**config.mk**
```make
export PLATFORM = sky130hd
export DESIGN_NAME = v3au_div
export DESIGN_NICKNAME = d
export VERILOG_FILES = /design/src/rtl/v3au_pkg.sv /design/src/rtl/v3au_div.sv
export SDC_FILE = /design/constraint.sdc
export NUM_CORES = 2
export LEC_CHECK = 0
export BUFFER_PORTS_ARGS = -buffer_cell sky130_fd_sc_hd__buf_4
export CAP_MARGIN = 10
export CORE_MARGIN = 5
export CORE_UTILIZATION = 30
export CTS_BUF_LIST = sky130_fd_sc_hd__clkbuf_4
export DETAILED_ROUTE_END_ITERATION = 6
export SLEW_MARGIN = 20
export SYNTH_ARGS = -nofsm -noshare
export SYNTH_HDL_FRONTEND = slang
export SYNTH_SLANG_ARGS = --single-unit
```
**constraint.sdc**
```tcl
create_clock -name clk -period 3 [get_ports clk]
set_clock_uncertainty 0.05 [all_clocks]
set_input_delay 0.15 -clock clk [delete_from_list [all_inputs] [get_ports clk]]
set_output_delay 0.15 -clock clk [all_outputs]
set_load 0.01 [all_outputs]
```
**src/rtl/v3au_pkg.sv**
```systemverilog
// Shared types and constants for the three-component vector arithmetic unit.
// Holds the request and result payload structs, operation and status codes.
// No dependencies.
package v3au_pkg;

  localparam int FRAC_BITS_DEF = 16;
  localparam int WORD_BITS_DEF = 32;
  localparam int PORT_BITS     = 32;

  localparam logic [PORT_BITS-1:0] SCALE_RESET = 32'h0001_0000;

  typedef enum logic [2:0] {
    OP_DOT   = 3'd0,
    OP_ADD   = 3'd1,
    OP_SUB   = 3'd2,
    OP_CROSS = 3'd3,
    OP_SCALE = 3'd4,
    OP_LEN   = 3'd5,
    OP_NORM  = 3'd6
  } op_t;

  typedef enum logic [1:0] {
    ST_OK   = 2'd0,
    ST_SAT  = 2'd1,
    ST_ZERO = 2'd2
  } status_t;

  typedef struct packed {
    op_t                         operation;
    logic signed [PORT_BITS-1:0] a_x;
    logic signed [PORT_BITS-1:0] a_y;
    logic signed [PORT_BITS-1:0] a_z;
    logic signed [PORT_BITS-1:0] b_x;
    logic signed [PORT_BITS-1:0] b_y;
    logic signed [PORT_BITS-1:0] b_z;
  } req_t;

  typedef struct packed {
    logic signed [PORT_BITS-1:0] res_x;
    logic signed [PORT_BITS-1:0] res_y;
    logic signed [PORT_BITS-1:0] res_z;
    status_t                     status;
  } res_t;

endpackage

```
**src/rtl/v3au_div.sv**
```systemverilog
// Pipelined restoring divider for normalise: (mag << FRAC_BITS) / den,
// one quotient bit per stage, given mag <= den. Depends on v3au_pkg.
module v3au_div #(
  parameter int WORD_BITS = v3au_pkg::WORD_BITS_DEF,
  parameter int FRAC_BITS = v3au_pkg::FRAC_BITS_DEF
) (
  input  logic                 clk,
  input  logic                 en,
  input  logic [WORD_BITS-1:0] mag,
  input  logic [WORD_BITS-1:0] den,
  output logic [FRAC_BITS:0]   quo
);
  import v3au_pkg::*;

  localparam int W = WORD_BITS;
  localparam int F = FRAC_BITS;

  logic [W-1:0] rem_q [F+1];
  logic [W-1:0] den_q [F+1];
  logic [F:0]   q_q   [F+1];

  for (genvar g = 0; g <= F; g++) begin : g_stage
    logic [W-1:0] rin, dn;
    logic [F:0]   qin;
    logic         bin, ge;
    logic [W:0]   r2, rn;

    if (g == 0) begin : g_first
      assign rin = {1'b0, mag[W-1:1]};
      assign bin = mag[0];
      assign qin = '0;
      assign dn  = den;
    end else begin : g_next
      assign rin = rem_q[g-1];
      assign bin = 1'b0;
      assign qin = q_q[g-1];
      assign dn  = den_q[g-1];
    end

    assign r2 = {rin, bin};
    assign ge = (r2 >= {1'b0, dn});
    assign rn = ge ? (r2 - {1'b0, dn}) : r2;

    always_ff @(posedge clk) begin
      if (en) begin
        q_q[g] <= {qin[F-1:0], ge};
      end
    end

    if (g < F) begin : g_carry
      always_ff @(posedge clk) begin
        if (en) begin
          rem_q[g] <= rn[W-1:0];
          den_q[g] <= dn;
        end
      end
    end
  end

  assign quo = q_q[F];

endmodule

```
==> flow_summary.ini <==
[run_status]
outcome = finished, violations left
violations = negative setup slack

[sta]
holdWs_ns = 0.140
drv_slew = 0
tightest_slew_ns = 0.811
setup_ws_ns = -0.735
period_minus_slack_ns = 3.74
setup_viol = 520
fin_setup_tns_ns = -158.00
fmax_ghz = 0.268
min_period_over_period = 1.25
hold_viol_final = 0
relSlewSlack = 0.446
rsz0062_at_grt = true

[logic_synthesis]
ys.flop_type = edfxtp_1
ys_ff_latch = 1177
synth_edf_count = 1177
seq_area_frac_synth = 0.506
synth_cell_type_count = 106
syn_nets = 7006
ys_async_sr_fraction = 0
netlist_instances = 6381
syn_area_sq_um = 69900
syn_area_per_cell_sq_um = 11.0
yosys_warnings = 0

[placement]
gp_congestion = 0.970
postPlaceCellArea_sq_um = 86800
place_hpwl_microns = 135000
numPortBuffers = 82
pre_cts_ws_ns = -0.839

[power_and_ir_drop]
peakVddDrop_mv = 0.476
finalPower_mw = 109
p_leak_nw = 44.3
p_per_area_nw_per_um2 = 1080

[detailed_routing]
wl_per_cell_microns = 16.2
wl_microns = 195000
vias = 57300
drc = 0
dr.pass1.iters = 5
dr.first_iter.drc_count = 2353
ant_nets = 0
via_per_inst = 4.77

[setup_path]
critPathMaxFanout = 7
cp-end-kind = register
start_kind = register
crit_chain = ha_1 -> nor2b_4 -> o31a_1 -> o31ai_4 -> a31oi_4 -> a2111o_1 -> a311oi_2 -> or3b_4 -> o211a_4 -> buf_12 -> inv_12 -> mux2_4
path_class = register to register
slowest_stage = a2111o_1
crit_required_ns = 3.92
r2r_cells = 12
reg2reg_slack_ns = -0.74
cpPeakStageDelay_ns = 0.45
crit_arrival_ns = 4.66
r2r_start = rem_q[0][128]
r2r-end = rem_q[0][179]

[die]
start_util = 0.301
io-pin-count = 83
dieArea_sq_um = 243000
fp.dieH_microns = 493
coreArea_sq_um = 232000
num_rows = 177
die-width_microns = 493

[clock_tree]
ctsHtreeMaxLevel = 5
clk_pin_slew_ns = 0.07
root_buffer = clkbuf_4
max-clock-path-buffers = 4
clkLatencyLatePin_ns = 1.28
cts_made_buffers = 328
cts_tree = yes
clock_sinks = 1177

[layout]
final_nets = 9360
design_area_sq_um = 101000
drive_gt1_frac = 0.392
fill_cells = 21200
syn2layout_area_growth_pct = 45.0

[global_route]
grt_pass1_vias = 60900
use_met1 = 0.138
grtUsageMet3 = 0.0239
gr-usage-met2 = 0.311
grt_overflow_total = 0
grt_pass1_wl_microns = 304000
grt_antenna_before_repair = 5
grt.busiest_layer = met2
grt_max_degree = 123
grt_util_all_layers = 0.155

[flow_run]
cap_violations = 0

[hold_path]
whs_path_depth = 6
hold_end = rem_q[0][9]
hold_path.startpoint = mag[9]
min_path_type = input pin to register
how the worst max path moves through the flow:
stage / startpoint / to / slack, ns / depth (start not counted)
floorplan: rem_q[0][128] / rem_q[0][163] / -0.27 / 12
global placement: rem_q[0][352] / rem_q[0][414] / -0.81 / 13
detailed placement: rem_q[0][352] / rem_q[0][414] / -0.84 / 13
CTS: rem_q[0][128] / rem_q[0][179] / -0.80 / 12
global route: rem_q[0][128] / rem_q[0][179] / -0.80 / 12
finish: rem_q[0][128] / rem_q[0][179] / -0.74 / 12
kinds of logic after synthesis:
family,Yosys count,share of synthesized area
buf+inv,835,0.0469
fa+ha+maj,559,0.102
simple gates,1366,0.0924
compound gates,1752,0.157
mux,265,0.0427
xor+xnor,427,0.0535
flops,1177,0.506
critical path, delay by kind of cell (launching register included):
kind	cells	cell delay (ns)
compound gates	6	1.82
simple gates	2	0.35
flops	1	0.39
mux	1	0.29
buf+inv	2	0.19
fa+ha+maj	1	0.33
per-layer routing:
layer  share of wire  vias up  wire (microns)
li1                -    28300               -
met1            0.34    27000           65400
met4           0.078        0           15200
met5               0        -               0
met2            0.56     1304          108000
met3           0.030      758            5830
repair_timing:
action,4_1_cts,5_1_grt
hold buffers,150,10
pin swaps,326,250
endpoints found under the hold margin,1242,9
setup buffers,212,109
setup endpoints to repair,494,528
resized for setup,987,535
gates cloned,58,7
through the flow:
| stage | utilization | std cells |
|---|---|---|
| floorplan | - | 6381 |
| global placement | 0.374 | 11000 |
| detailed placement | 0.374 | 11000 |
| CTS | 0.426 | 11900 |
| global route | 0.436 | 12000 |
| finish | 0.436 | 12000 |
cells in the mapped netlist, types with 70 or more instances:
master	count	area (sq um)
edfxtp_1	1177	35300
nand3_1	84	420
inv_1	668	2510
xnor2_1	261	2290
a21oi_1	541	2710
mux2_2	190	2140
nor2b_1	86	538
ha_1	543	6790
clkbuf_1	112	420
nand4_1	99	619
nand2b_1	70	438
nand2_1	462	1730
o21ai_0	444	2220
o21a_1	73	548
xor2_1	166	1450
nor2_1	342	1280
a21o_1	264	1980
registers in the layout, summed over array words and instances (netlist names):
register  flops
den_q       512
q_q         153
rem_q       512
area by class of cell:
type / count / area [sq um] / share of cell area
repair buffers: 2186 / 19200 / 0.189
flip-flops and latches: 1177 / 35300 / 0.349
clock inverters: 96 / 429 / 0.00423
well taps: 3043 / 3810 / 0.0376
inverters: 670 / 2540 / 0.0251
diodes: 12 / 30.0 / 0.000296
clock buffers: 447 / 3360 / 0.0331
multi-input cells: 4372 / 36700 / 0.362
where the power goes:
| part | internal (mW) | switching, mW | total (mW) |
|---|---|---|---|
| logic | 36.4 | 31.8 | 68.2 |
| registers | 24.8 | 2.75 | 27.5 |
| clock network | 7.02 | 6.71 | 13.7 |
cells in the final DEF (no fill, tap or decap), drive strengths merged, types with 18 or more instances in the layout:
| cell type | n |
|---|---|
| nand3 | 85 |
| a21o | 264 |
| xnor2 | 261 |
| a31oi | 61 |
| o21a | 73 |
| and2 | 24 |
| buf | 2031 |
| o211ai | 28 |
| o31a | 21 |
| or3 | 18 |
| a21oi | 542 |
| nor3 | 60 |
| nor2 | 342 |
| nand2 | 462 |
| inv | 674 |
| o31ai | 41 |
| o21ai | 465 |
| nand2b | 70 |
| xor2 | 166 |
| dlygate4sd3 | 149 |
| a211oi | 46 |
| nand4 | 100 |
| clkbuf | 453 |
| mux2 | 248 |
| and3 | 40 |
| ha | 543 |
| edfxtp | 1177 |
| nor2b | 86 |
| nor4 | 18 |
| a21boi | 18 |
| a41oi | 18 |
| o21bai | 56 |
| clkinv | 89 |
(Power assumes the default switching activity.)
