`config.mk`:
```
export PLATFORM = sky130hd
export DESIGN_NAME = v3au_sqrt
export DESIGN_NICKNAME = d
export VERILOG_FILES = /design/src/rtl/v3au_pkg.sv /design/src/rtl/v3au_sqrt.sv
export SDC_FILE = /design/constraint.sdc
export NUM_CORES = 2
export LEC_CHECK = 0
export ABC_CLOCK_PERIOD_IN_PS = 4850
export BUFFER_PORTS_ARGS = -buffer_cell sky130_fd_sc_hd__buf_2
export CAP_MARGIN = 20
export CELL_PAD_IN_SITES_DETAIL_PLACEMENT = 2
export CELL_PAD_IN_SITES_GLOBAL_PLACEMENT = 2
export CORE_MARGIN = 2
export CORE_UTILIZATION = 40
export CTS_CLUSTER_SIZE = 25
export DETAILED_ROUTE_END_ITERATION = 6
export GPL_ROUTABILITY_DRIVEN = 0
export PLACE_DENSITY_LB_ADDON = 0.2
export SYNTH_ARGS = -nofsm -noshare
export SYNTH_HDL_FRONTEND = slang
export SYNTH_SLANG_ARGS = --single-unit
```
`constraint.sdc`:
```
create_clock -name clk -period 4.85 [get_ports clk]
set_clock_uncertainty 0.2 [all_clocks]
set_input_delay 0.7275 -clock clk [delete_from_list [all_inputs] [get_ports clk]]
set_output_delay 0.7275 -clock clk [all_outputs]
set_load 0.05 [all_outputs]
```
`src/rtl/v3au_pkg.sv`:
```
// Shared types and constants for the three-component vector arithmetic unit.
// Holds the request and result payload structs, operation and status codes.
// No dependencies.
package v3au_pkg;

  localparam int FRAC_BITS_DEF = 16;
  localparam int WORD_BITS_DEF = 32;
  localparam int PORT_BITS     = 32;

  localparam logic [PORT_BITS-1:0] SCALE_RESET = 32'h0001_0000;

  typedef enum logic [2:0] {
    OP_DOT   = 3'd0,
    OP_ADD   = 3'd1,
    OP_SUB   = 3'd2,
    OP_CROSS = 3'd3,
    OP_SCALE = 3'd4,
    OP_LEN   = 3'd5,
    OP_NORM  = 3'd6
  } op_t;

  typedef enum logic [1:0] {
    ST_OK   = 2'd0,
    ST_SAT  = 2'd1,
    ST_ZERO = 2'd2
  } status_t;

  typedef struct packed {
    op_t                         operation;
    logic signed [PORT_BITS-1:0] a_x;
    logic signed [PORT_BITS-1:0] a_y;
    logic signed [PORT_BITS-1:0] a_z;
    logic signed [PORT_BITS-1:0] b_x;
    logic signed [PORT_BITS-1:0] b_y;
    logic signed [PORT_BITS-1:0] b_z;
  } req_t;

  typedef struct packed {
    logic signed [PORT_BITS-1:0] res_x;
    logic signed [PORT_BITS-1:0] res_y;
    logic signed [PORT_BITS-1:0] res_z;
    status_t                     status;
  } res_t;

endpackage

```
`src/rtl/v3au_sqrt.sv`:
```
// Pipelined integer square root, one result bit per stage.
// Depends on v3au_pkg for default widths.
module v3au_sqrt #(
  parameter int WORD_BITS = v3au_pkg::WORD_BITS_DEF
) (
  input  logic                   clk,
  input  logic                   en,
  input  logic [2*WORD_BITS-1:0] rad,
  output logic [WORD_BITS-1:0]   root
);
  import v3au_pkg::*;

  localparam int W = WORD_BITS;

  logic [W-1:0]   rem_q  [W];
  logic [W-1:0]   root_q [W];
  logic [2*W-1:0] rad_q  [W];

  for (genvar g = 0; g < W; g++) begin : g_stage
    logic [W-1:0]   rin, qin;
    logic [2*W-1:0] din;
    logic [W+1:0]   r2, t, rn;
    logic           ge;

    if (g == 0) begin : g_first
      assign rin = '0;
      assign qin = '0;
      assign din = rad;
    end else begin : g_next
      assign rin = rem_q[g-1];
      assign qin = root_q[g-1];
      assign din = rad_q[g-1];
    end

    assign r2 = {rin, din[2*W-1 -: 2]};
    assign t  = {qin, 2'b01};
    assign ge = (r2 >= t);
    assign rn = ge ? (r2 - t) : r2;

    always_ff @(posedge clk) begin
      if (en) begin
        root_q[g] <= {qin[W-2:0], ge};
      end
    end

    if (g < W - 1) begin : g_carry
      always_ff @(posedge clk) begin
        if (en) begin
          rem_q[g] <= rn[W-1:0];
          rad_q[g] <= din << 2;
        end
      end
    end
  end

  assign root = root_q[W-1];

endmodule

```
==> metrics <==
result of the run completed; Syn. warnings 0; starting density of the core 0.402; worst hold path type flip-flop to flip-flop; Data arrival, critical path 4.98 ns; critical path endpoint category flip-flop; final hold violations 0; Max stage delay cell, worst path sky130_fd_sc_hd__or4b_2; Worst Hold Depth 0; overall power 63.4 mW; TritonCTS clock tree yes; overall die area 289000 um2; DRC violations left 0; distinct cell type count of the synthesized netlist 90; clock period minus final worst setup slack 4.58 ns; htree depth 5; buffer cell driving the clock tree root sky130_fd_sc_hd__clkbuf_16; number of core rows 195; number of antenna violations at the first check in global routing 8; longest individual stage delay on the worst path 0.62 ns; TNS Setup 0 ns; residual overflow from global routing 0; buffers plus inverters on the worst setup path 2; first drt pass iteration count 5; via count of the first global-routing pass 78661; worst voltage drop across the vdd grid 0.000248 V; DPL Wire Length 225000 um; # Max-Cap Violations 0; final critical-path share of the clock period 0.945; Pwr Density 490 nW/um2; Seq. cell area 74100 um2; average routed wire per standard cell 23.7 um; proportion of layout cells with a drive suffix above 1 0.0847; floorplan die width 537 um; layout net count 9774; DRT iter0 DRCs 4041; path type of the worst setup path flip-flop to flip-flop; final cell utilization of the core 0.458; Syn Nets 9328; Max Transition Viols Final 0; P_leak 49.5 nW; final-layout worst hold slack 0.193 ns; Worst Reg2Reg Path Length in Cells 13; Async SR Flop Fraction 0; netlist area before placement 114000 um2; number of setup violations in the final report 0; core area 283000 um2; clock slew at the register clock pins of the worst setup and hold paths 0.06 ns; number of buffers between clock root and the deepest sink 4; Placed Cells incl. Taps 12538; GRT Util Overall 0.213; element type at the critical path start flip-flop; Crit path max-delay family simple AND/OR/NAND/NOR gates; headroom to the max-slew limit 0.263; instance count on the critical path 13; sink count of the clock tree 2466; cell chain of the critical path ha_1 -> o21a_1 -> or4_1 -> and3b_1 -> o311ai_0 -> buf_4 -> a31oi_1 -> buf_4 -> a21o_1 -> or4b_2 -> a31oi_1 -> xor2_1 -> a21oi_1; instance count of the mapped netlist 8701; Most used DFF post-synth sky130_fd_sc_hd__edfxtp_1; I/O Buffers 97; per-cell via count in the routed design 5.39; io pins 98; number of vias in the routed layout 70615; actual transition at the worst max-transition pin 1.09 ns; footprint of the multi-input gates 36500 um2; Fill cells 27517; Detail Route Antenna Nets 0; number of buffers created by CTS 284; worst-skew pair later-pin latency 0.91 ns; per-instance average area after synthesis 13.1 um2; register area share after synthesis 0.651; total length of routed wires 310000 um; pin count of the biggest net entering global routing 123; number of non-filler instances in the completed layout 13113; global-route wire length before repair 477000 um; Achievable Freq 218 MHz; unrepaired setup endpoints after global routing false; critical path required time 5.25 ns; number of flip-flops and latches in the synthesized netlist 2466; Crit Path Max Fanout 4; Post-synth EDFFs 2466; Die Y 537 um; P&R area growth vs syn 13.7%
per-stage QoR:
| step | setup slack (ns) | instance area [um2] |
|---|---|---|
| global route | 0.0976 | 129000 |
| detailed placement | 0.368 | 120000 |
| floorplan | 1.08 | 114000 |
| finish | 0.266 | 129000 |
| global placement | 0.356 | 120000 |
| CTS | 0.293 | 129000 |
synth_stat cells (all sizes together), types with 8 or more instances:
master / n / area [um2]
edfxtp: 2466 / 74100
inv: 717 / 2690
nor2: 584 / 2190
a21oi: 579 / 2900
ha: 561 / 7020
nand2: 551 / 2070
o21ai: 435 / 2180
xnor2: 397 / 3480
xor2: 388 / 3400
a21o: 213 / 1600
nor3: 204 / 1020
nand3: 141 / 706
clkbuf: 111 / 417
nor4: 108 / 676
nand2b: 106 / 663
nand4: 97 / 607
mux2: 91 / 1030
or3: 90 / 568
o21a: 83 / 623
nor2b: 80 / 500
a31oi: 52 / 325
or2: 51 / 319
o21bai: 49 / 368
or4: 49 / 379
o31ai: 48 / 360
and3: 47 / 294
o211ai: 38 / 290
a211oi: 31 / 233
and2: 30 / 188
a21boi: 27 / 203
nand3b: 27 / 203
buf: 24 / 120
nand4b: 18 / 173
a2111oi: 17 / 149
a211o: 15 / 131
nor4b: 15 / 138
and4: 13 / 114
o41ai: 12 / 113
mux2i: 11 / 110
a31o: 10 / 87.6
a221oi: 8 / 70.1
a311oi: 8 / 70.1
a41oi: 8 / 70.1
o311ai: 8 / 70.1
o31a: 8 / 70.1
sequential cells by signal, summed over array words and instances, names as in the netlist:
name and count:
rad_q 992, rem_q 946, root_q 528
placed cells by master, fill, tap and decap left out, drive strengths merged, types with 38 or more instances in the layout:
| cell | count |
|---|---|
| xnor2 | 397 |
| buf | 229 |
| inv | 732 |
| o31ai | 48 |
| mux2 | 91 |
| nand4 | 97 |
| clkbuf | 352 |
| nand3 | 141 |
| o21ai | 435 |
| nor2 | 584 |
| a21oi | 579 |
| nand2 | 551 |
| dlygate4sd3 | 65 |
| xor2 | 388 |
| a21o | 213 |
| nor3 | 204 |
| and3 | 47 |
| or4 | 49 |
| nor2b | 80 |
| or3 | 90 |
| nor4 | 108 |
| o21bai | 49 |
| o211ai | 38 |
| nand2b | 106 |
| edfxtp | 2466 |
| or2 | 51 |
| o21a | 83 |
| a31oi | 52 |
| clkinv | 117 |
| ha | 561 |
layout make-up:
class / count / share of cell area
Antenna cell: 3 / 0.0000581
Clock buffer: 352 / 0.0578
Clock inverter: 154 / 0.0106
Inverter: 719 / 0.0209
Multi-Input combinational cell: 5381 / 0.282
Sequential cell: 2466 / 0.573
Tap cell: 3743 / 0.0362
Timing Repair Buffer: 295 / 0.0193
logic make-up (layout without fill, tap and decap cells):
family,count (synthesis),after routing,share of synthesized area
compound gates,1698,1698,0.0912
xor+xnor,785,785,0.0605
fa+ha+maj,561,561,0.0617
buf+inv,854,1520,0.0285
flops,2466,2466,0.651
mux,102,102,0.0100
other cells,1,4,0.0000330
simple gates,2234,2234,0.0969
final timing paths:
check | start | to | slack [ns]
worst max-delay path | rem_q[1][352] | rem_q[1][413] | 0.27
worst min-delay path | rad_q[0][198] | rad_q[0][262] | 0.19
worst max register to register | rem_q[1][352] | rem_q[1][413] | 0.27
worst min register to register | rad_q[0][198] | rad_q[0][262] | 0.19
worst register-to-register path, cell delays in order (launching register included):
cell	delay, ns
sky130_fd_sc_hd__edfxtp_1	0.41
sky130_fd_sc_hd__ha_1	0.40
sky130_fd_sc_hd__o21a_1	0.16
sky130_fd_sc_hd__or4_1	0.51
sky130_fd_sc_hd__and3b_1	0.28
sky130_fd_sc_hd__o311ai_0	0.58
sky130_fd_sc_hd__buf_4	0.23
sky130_fd_sc_hd__a31oi_1	0.07
sky130_fd_sc_hd__buf_4	0.16
sky130_fd_sc_hd__a21o_1	0.17
sky130_fd_sc_hd__or4b_2	0.62
sky130_fd_sc_hd__a31oi_1	0.22
sky130_fd_sc_hd__xor2_1	0.19
sky130_fd_sc_hd__a21oi_1	0.09
power by group:
group | internal (mW) | leakage, nW | switching (mW)
Clock | 11.9 | 4.32 | 8.83
Sequential | 27.1 | 23.7 | 1.97
Combinational | 5.53 | 21.5 | 8.05
Total | 44.6 | 49.5 | 18.9
repair_timing:
| item | in CTS | in global routing |
|---|---|---|
| buffers inserted | 0 | 0 |
| hold endpoints to repair | 65 | 0 |
| hold buffers | 65 | 0 |
| resized for setup | 0 | 0 |
routing by layer:
metal | global-route usage | vias to the layer above | wire length, um
li1 | - | 32998 | -
met1 | 0.263 | 35946 | 131000
met2 | 0.384 | 1137 | 159000
met3 | 0.0211 | 532 | 8400
met4 | 0.0802 | 2 | 11900
met5 | 0 | - | 9
(Power assumes the default switching activity.)
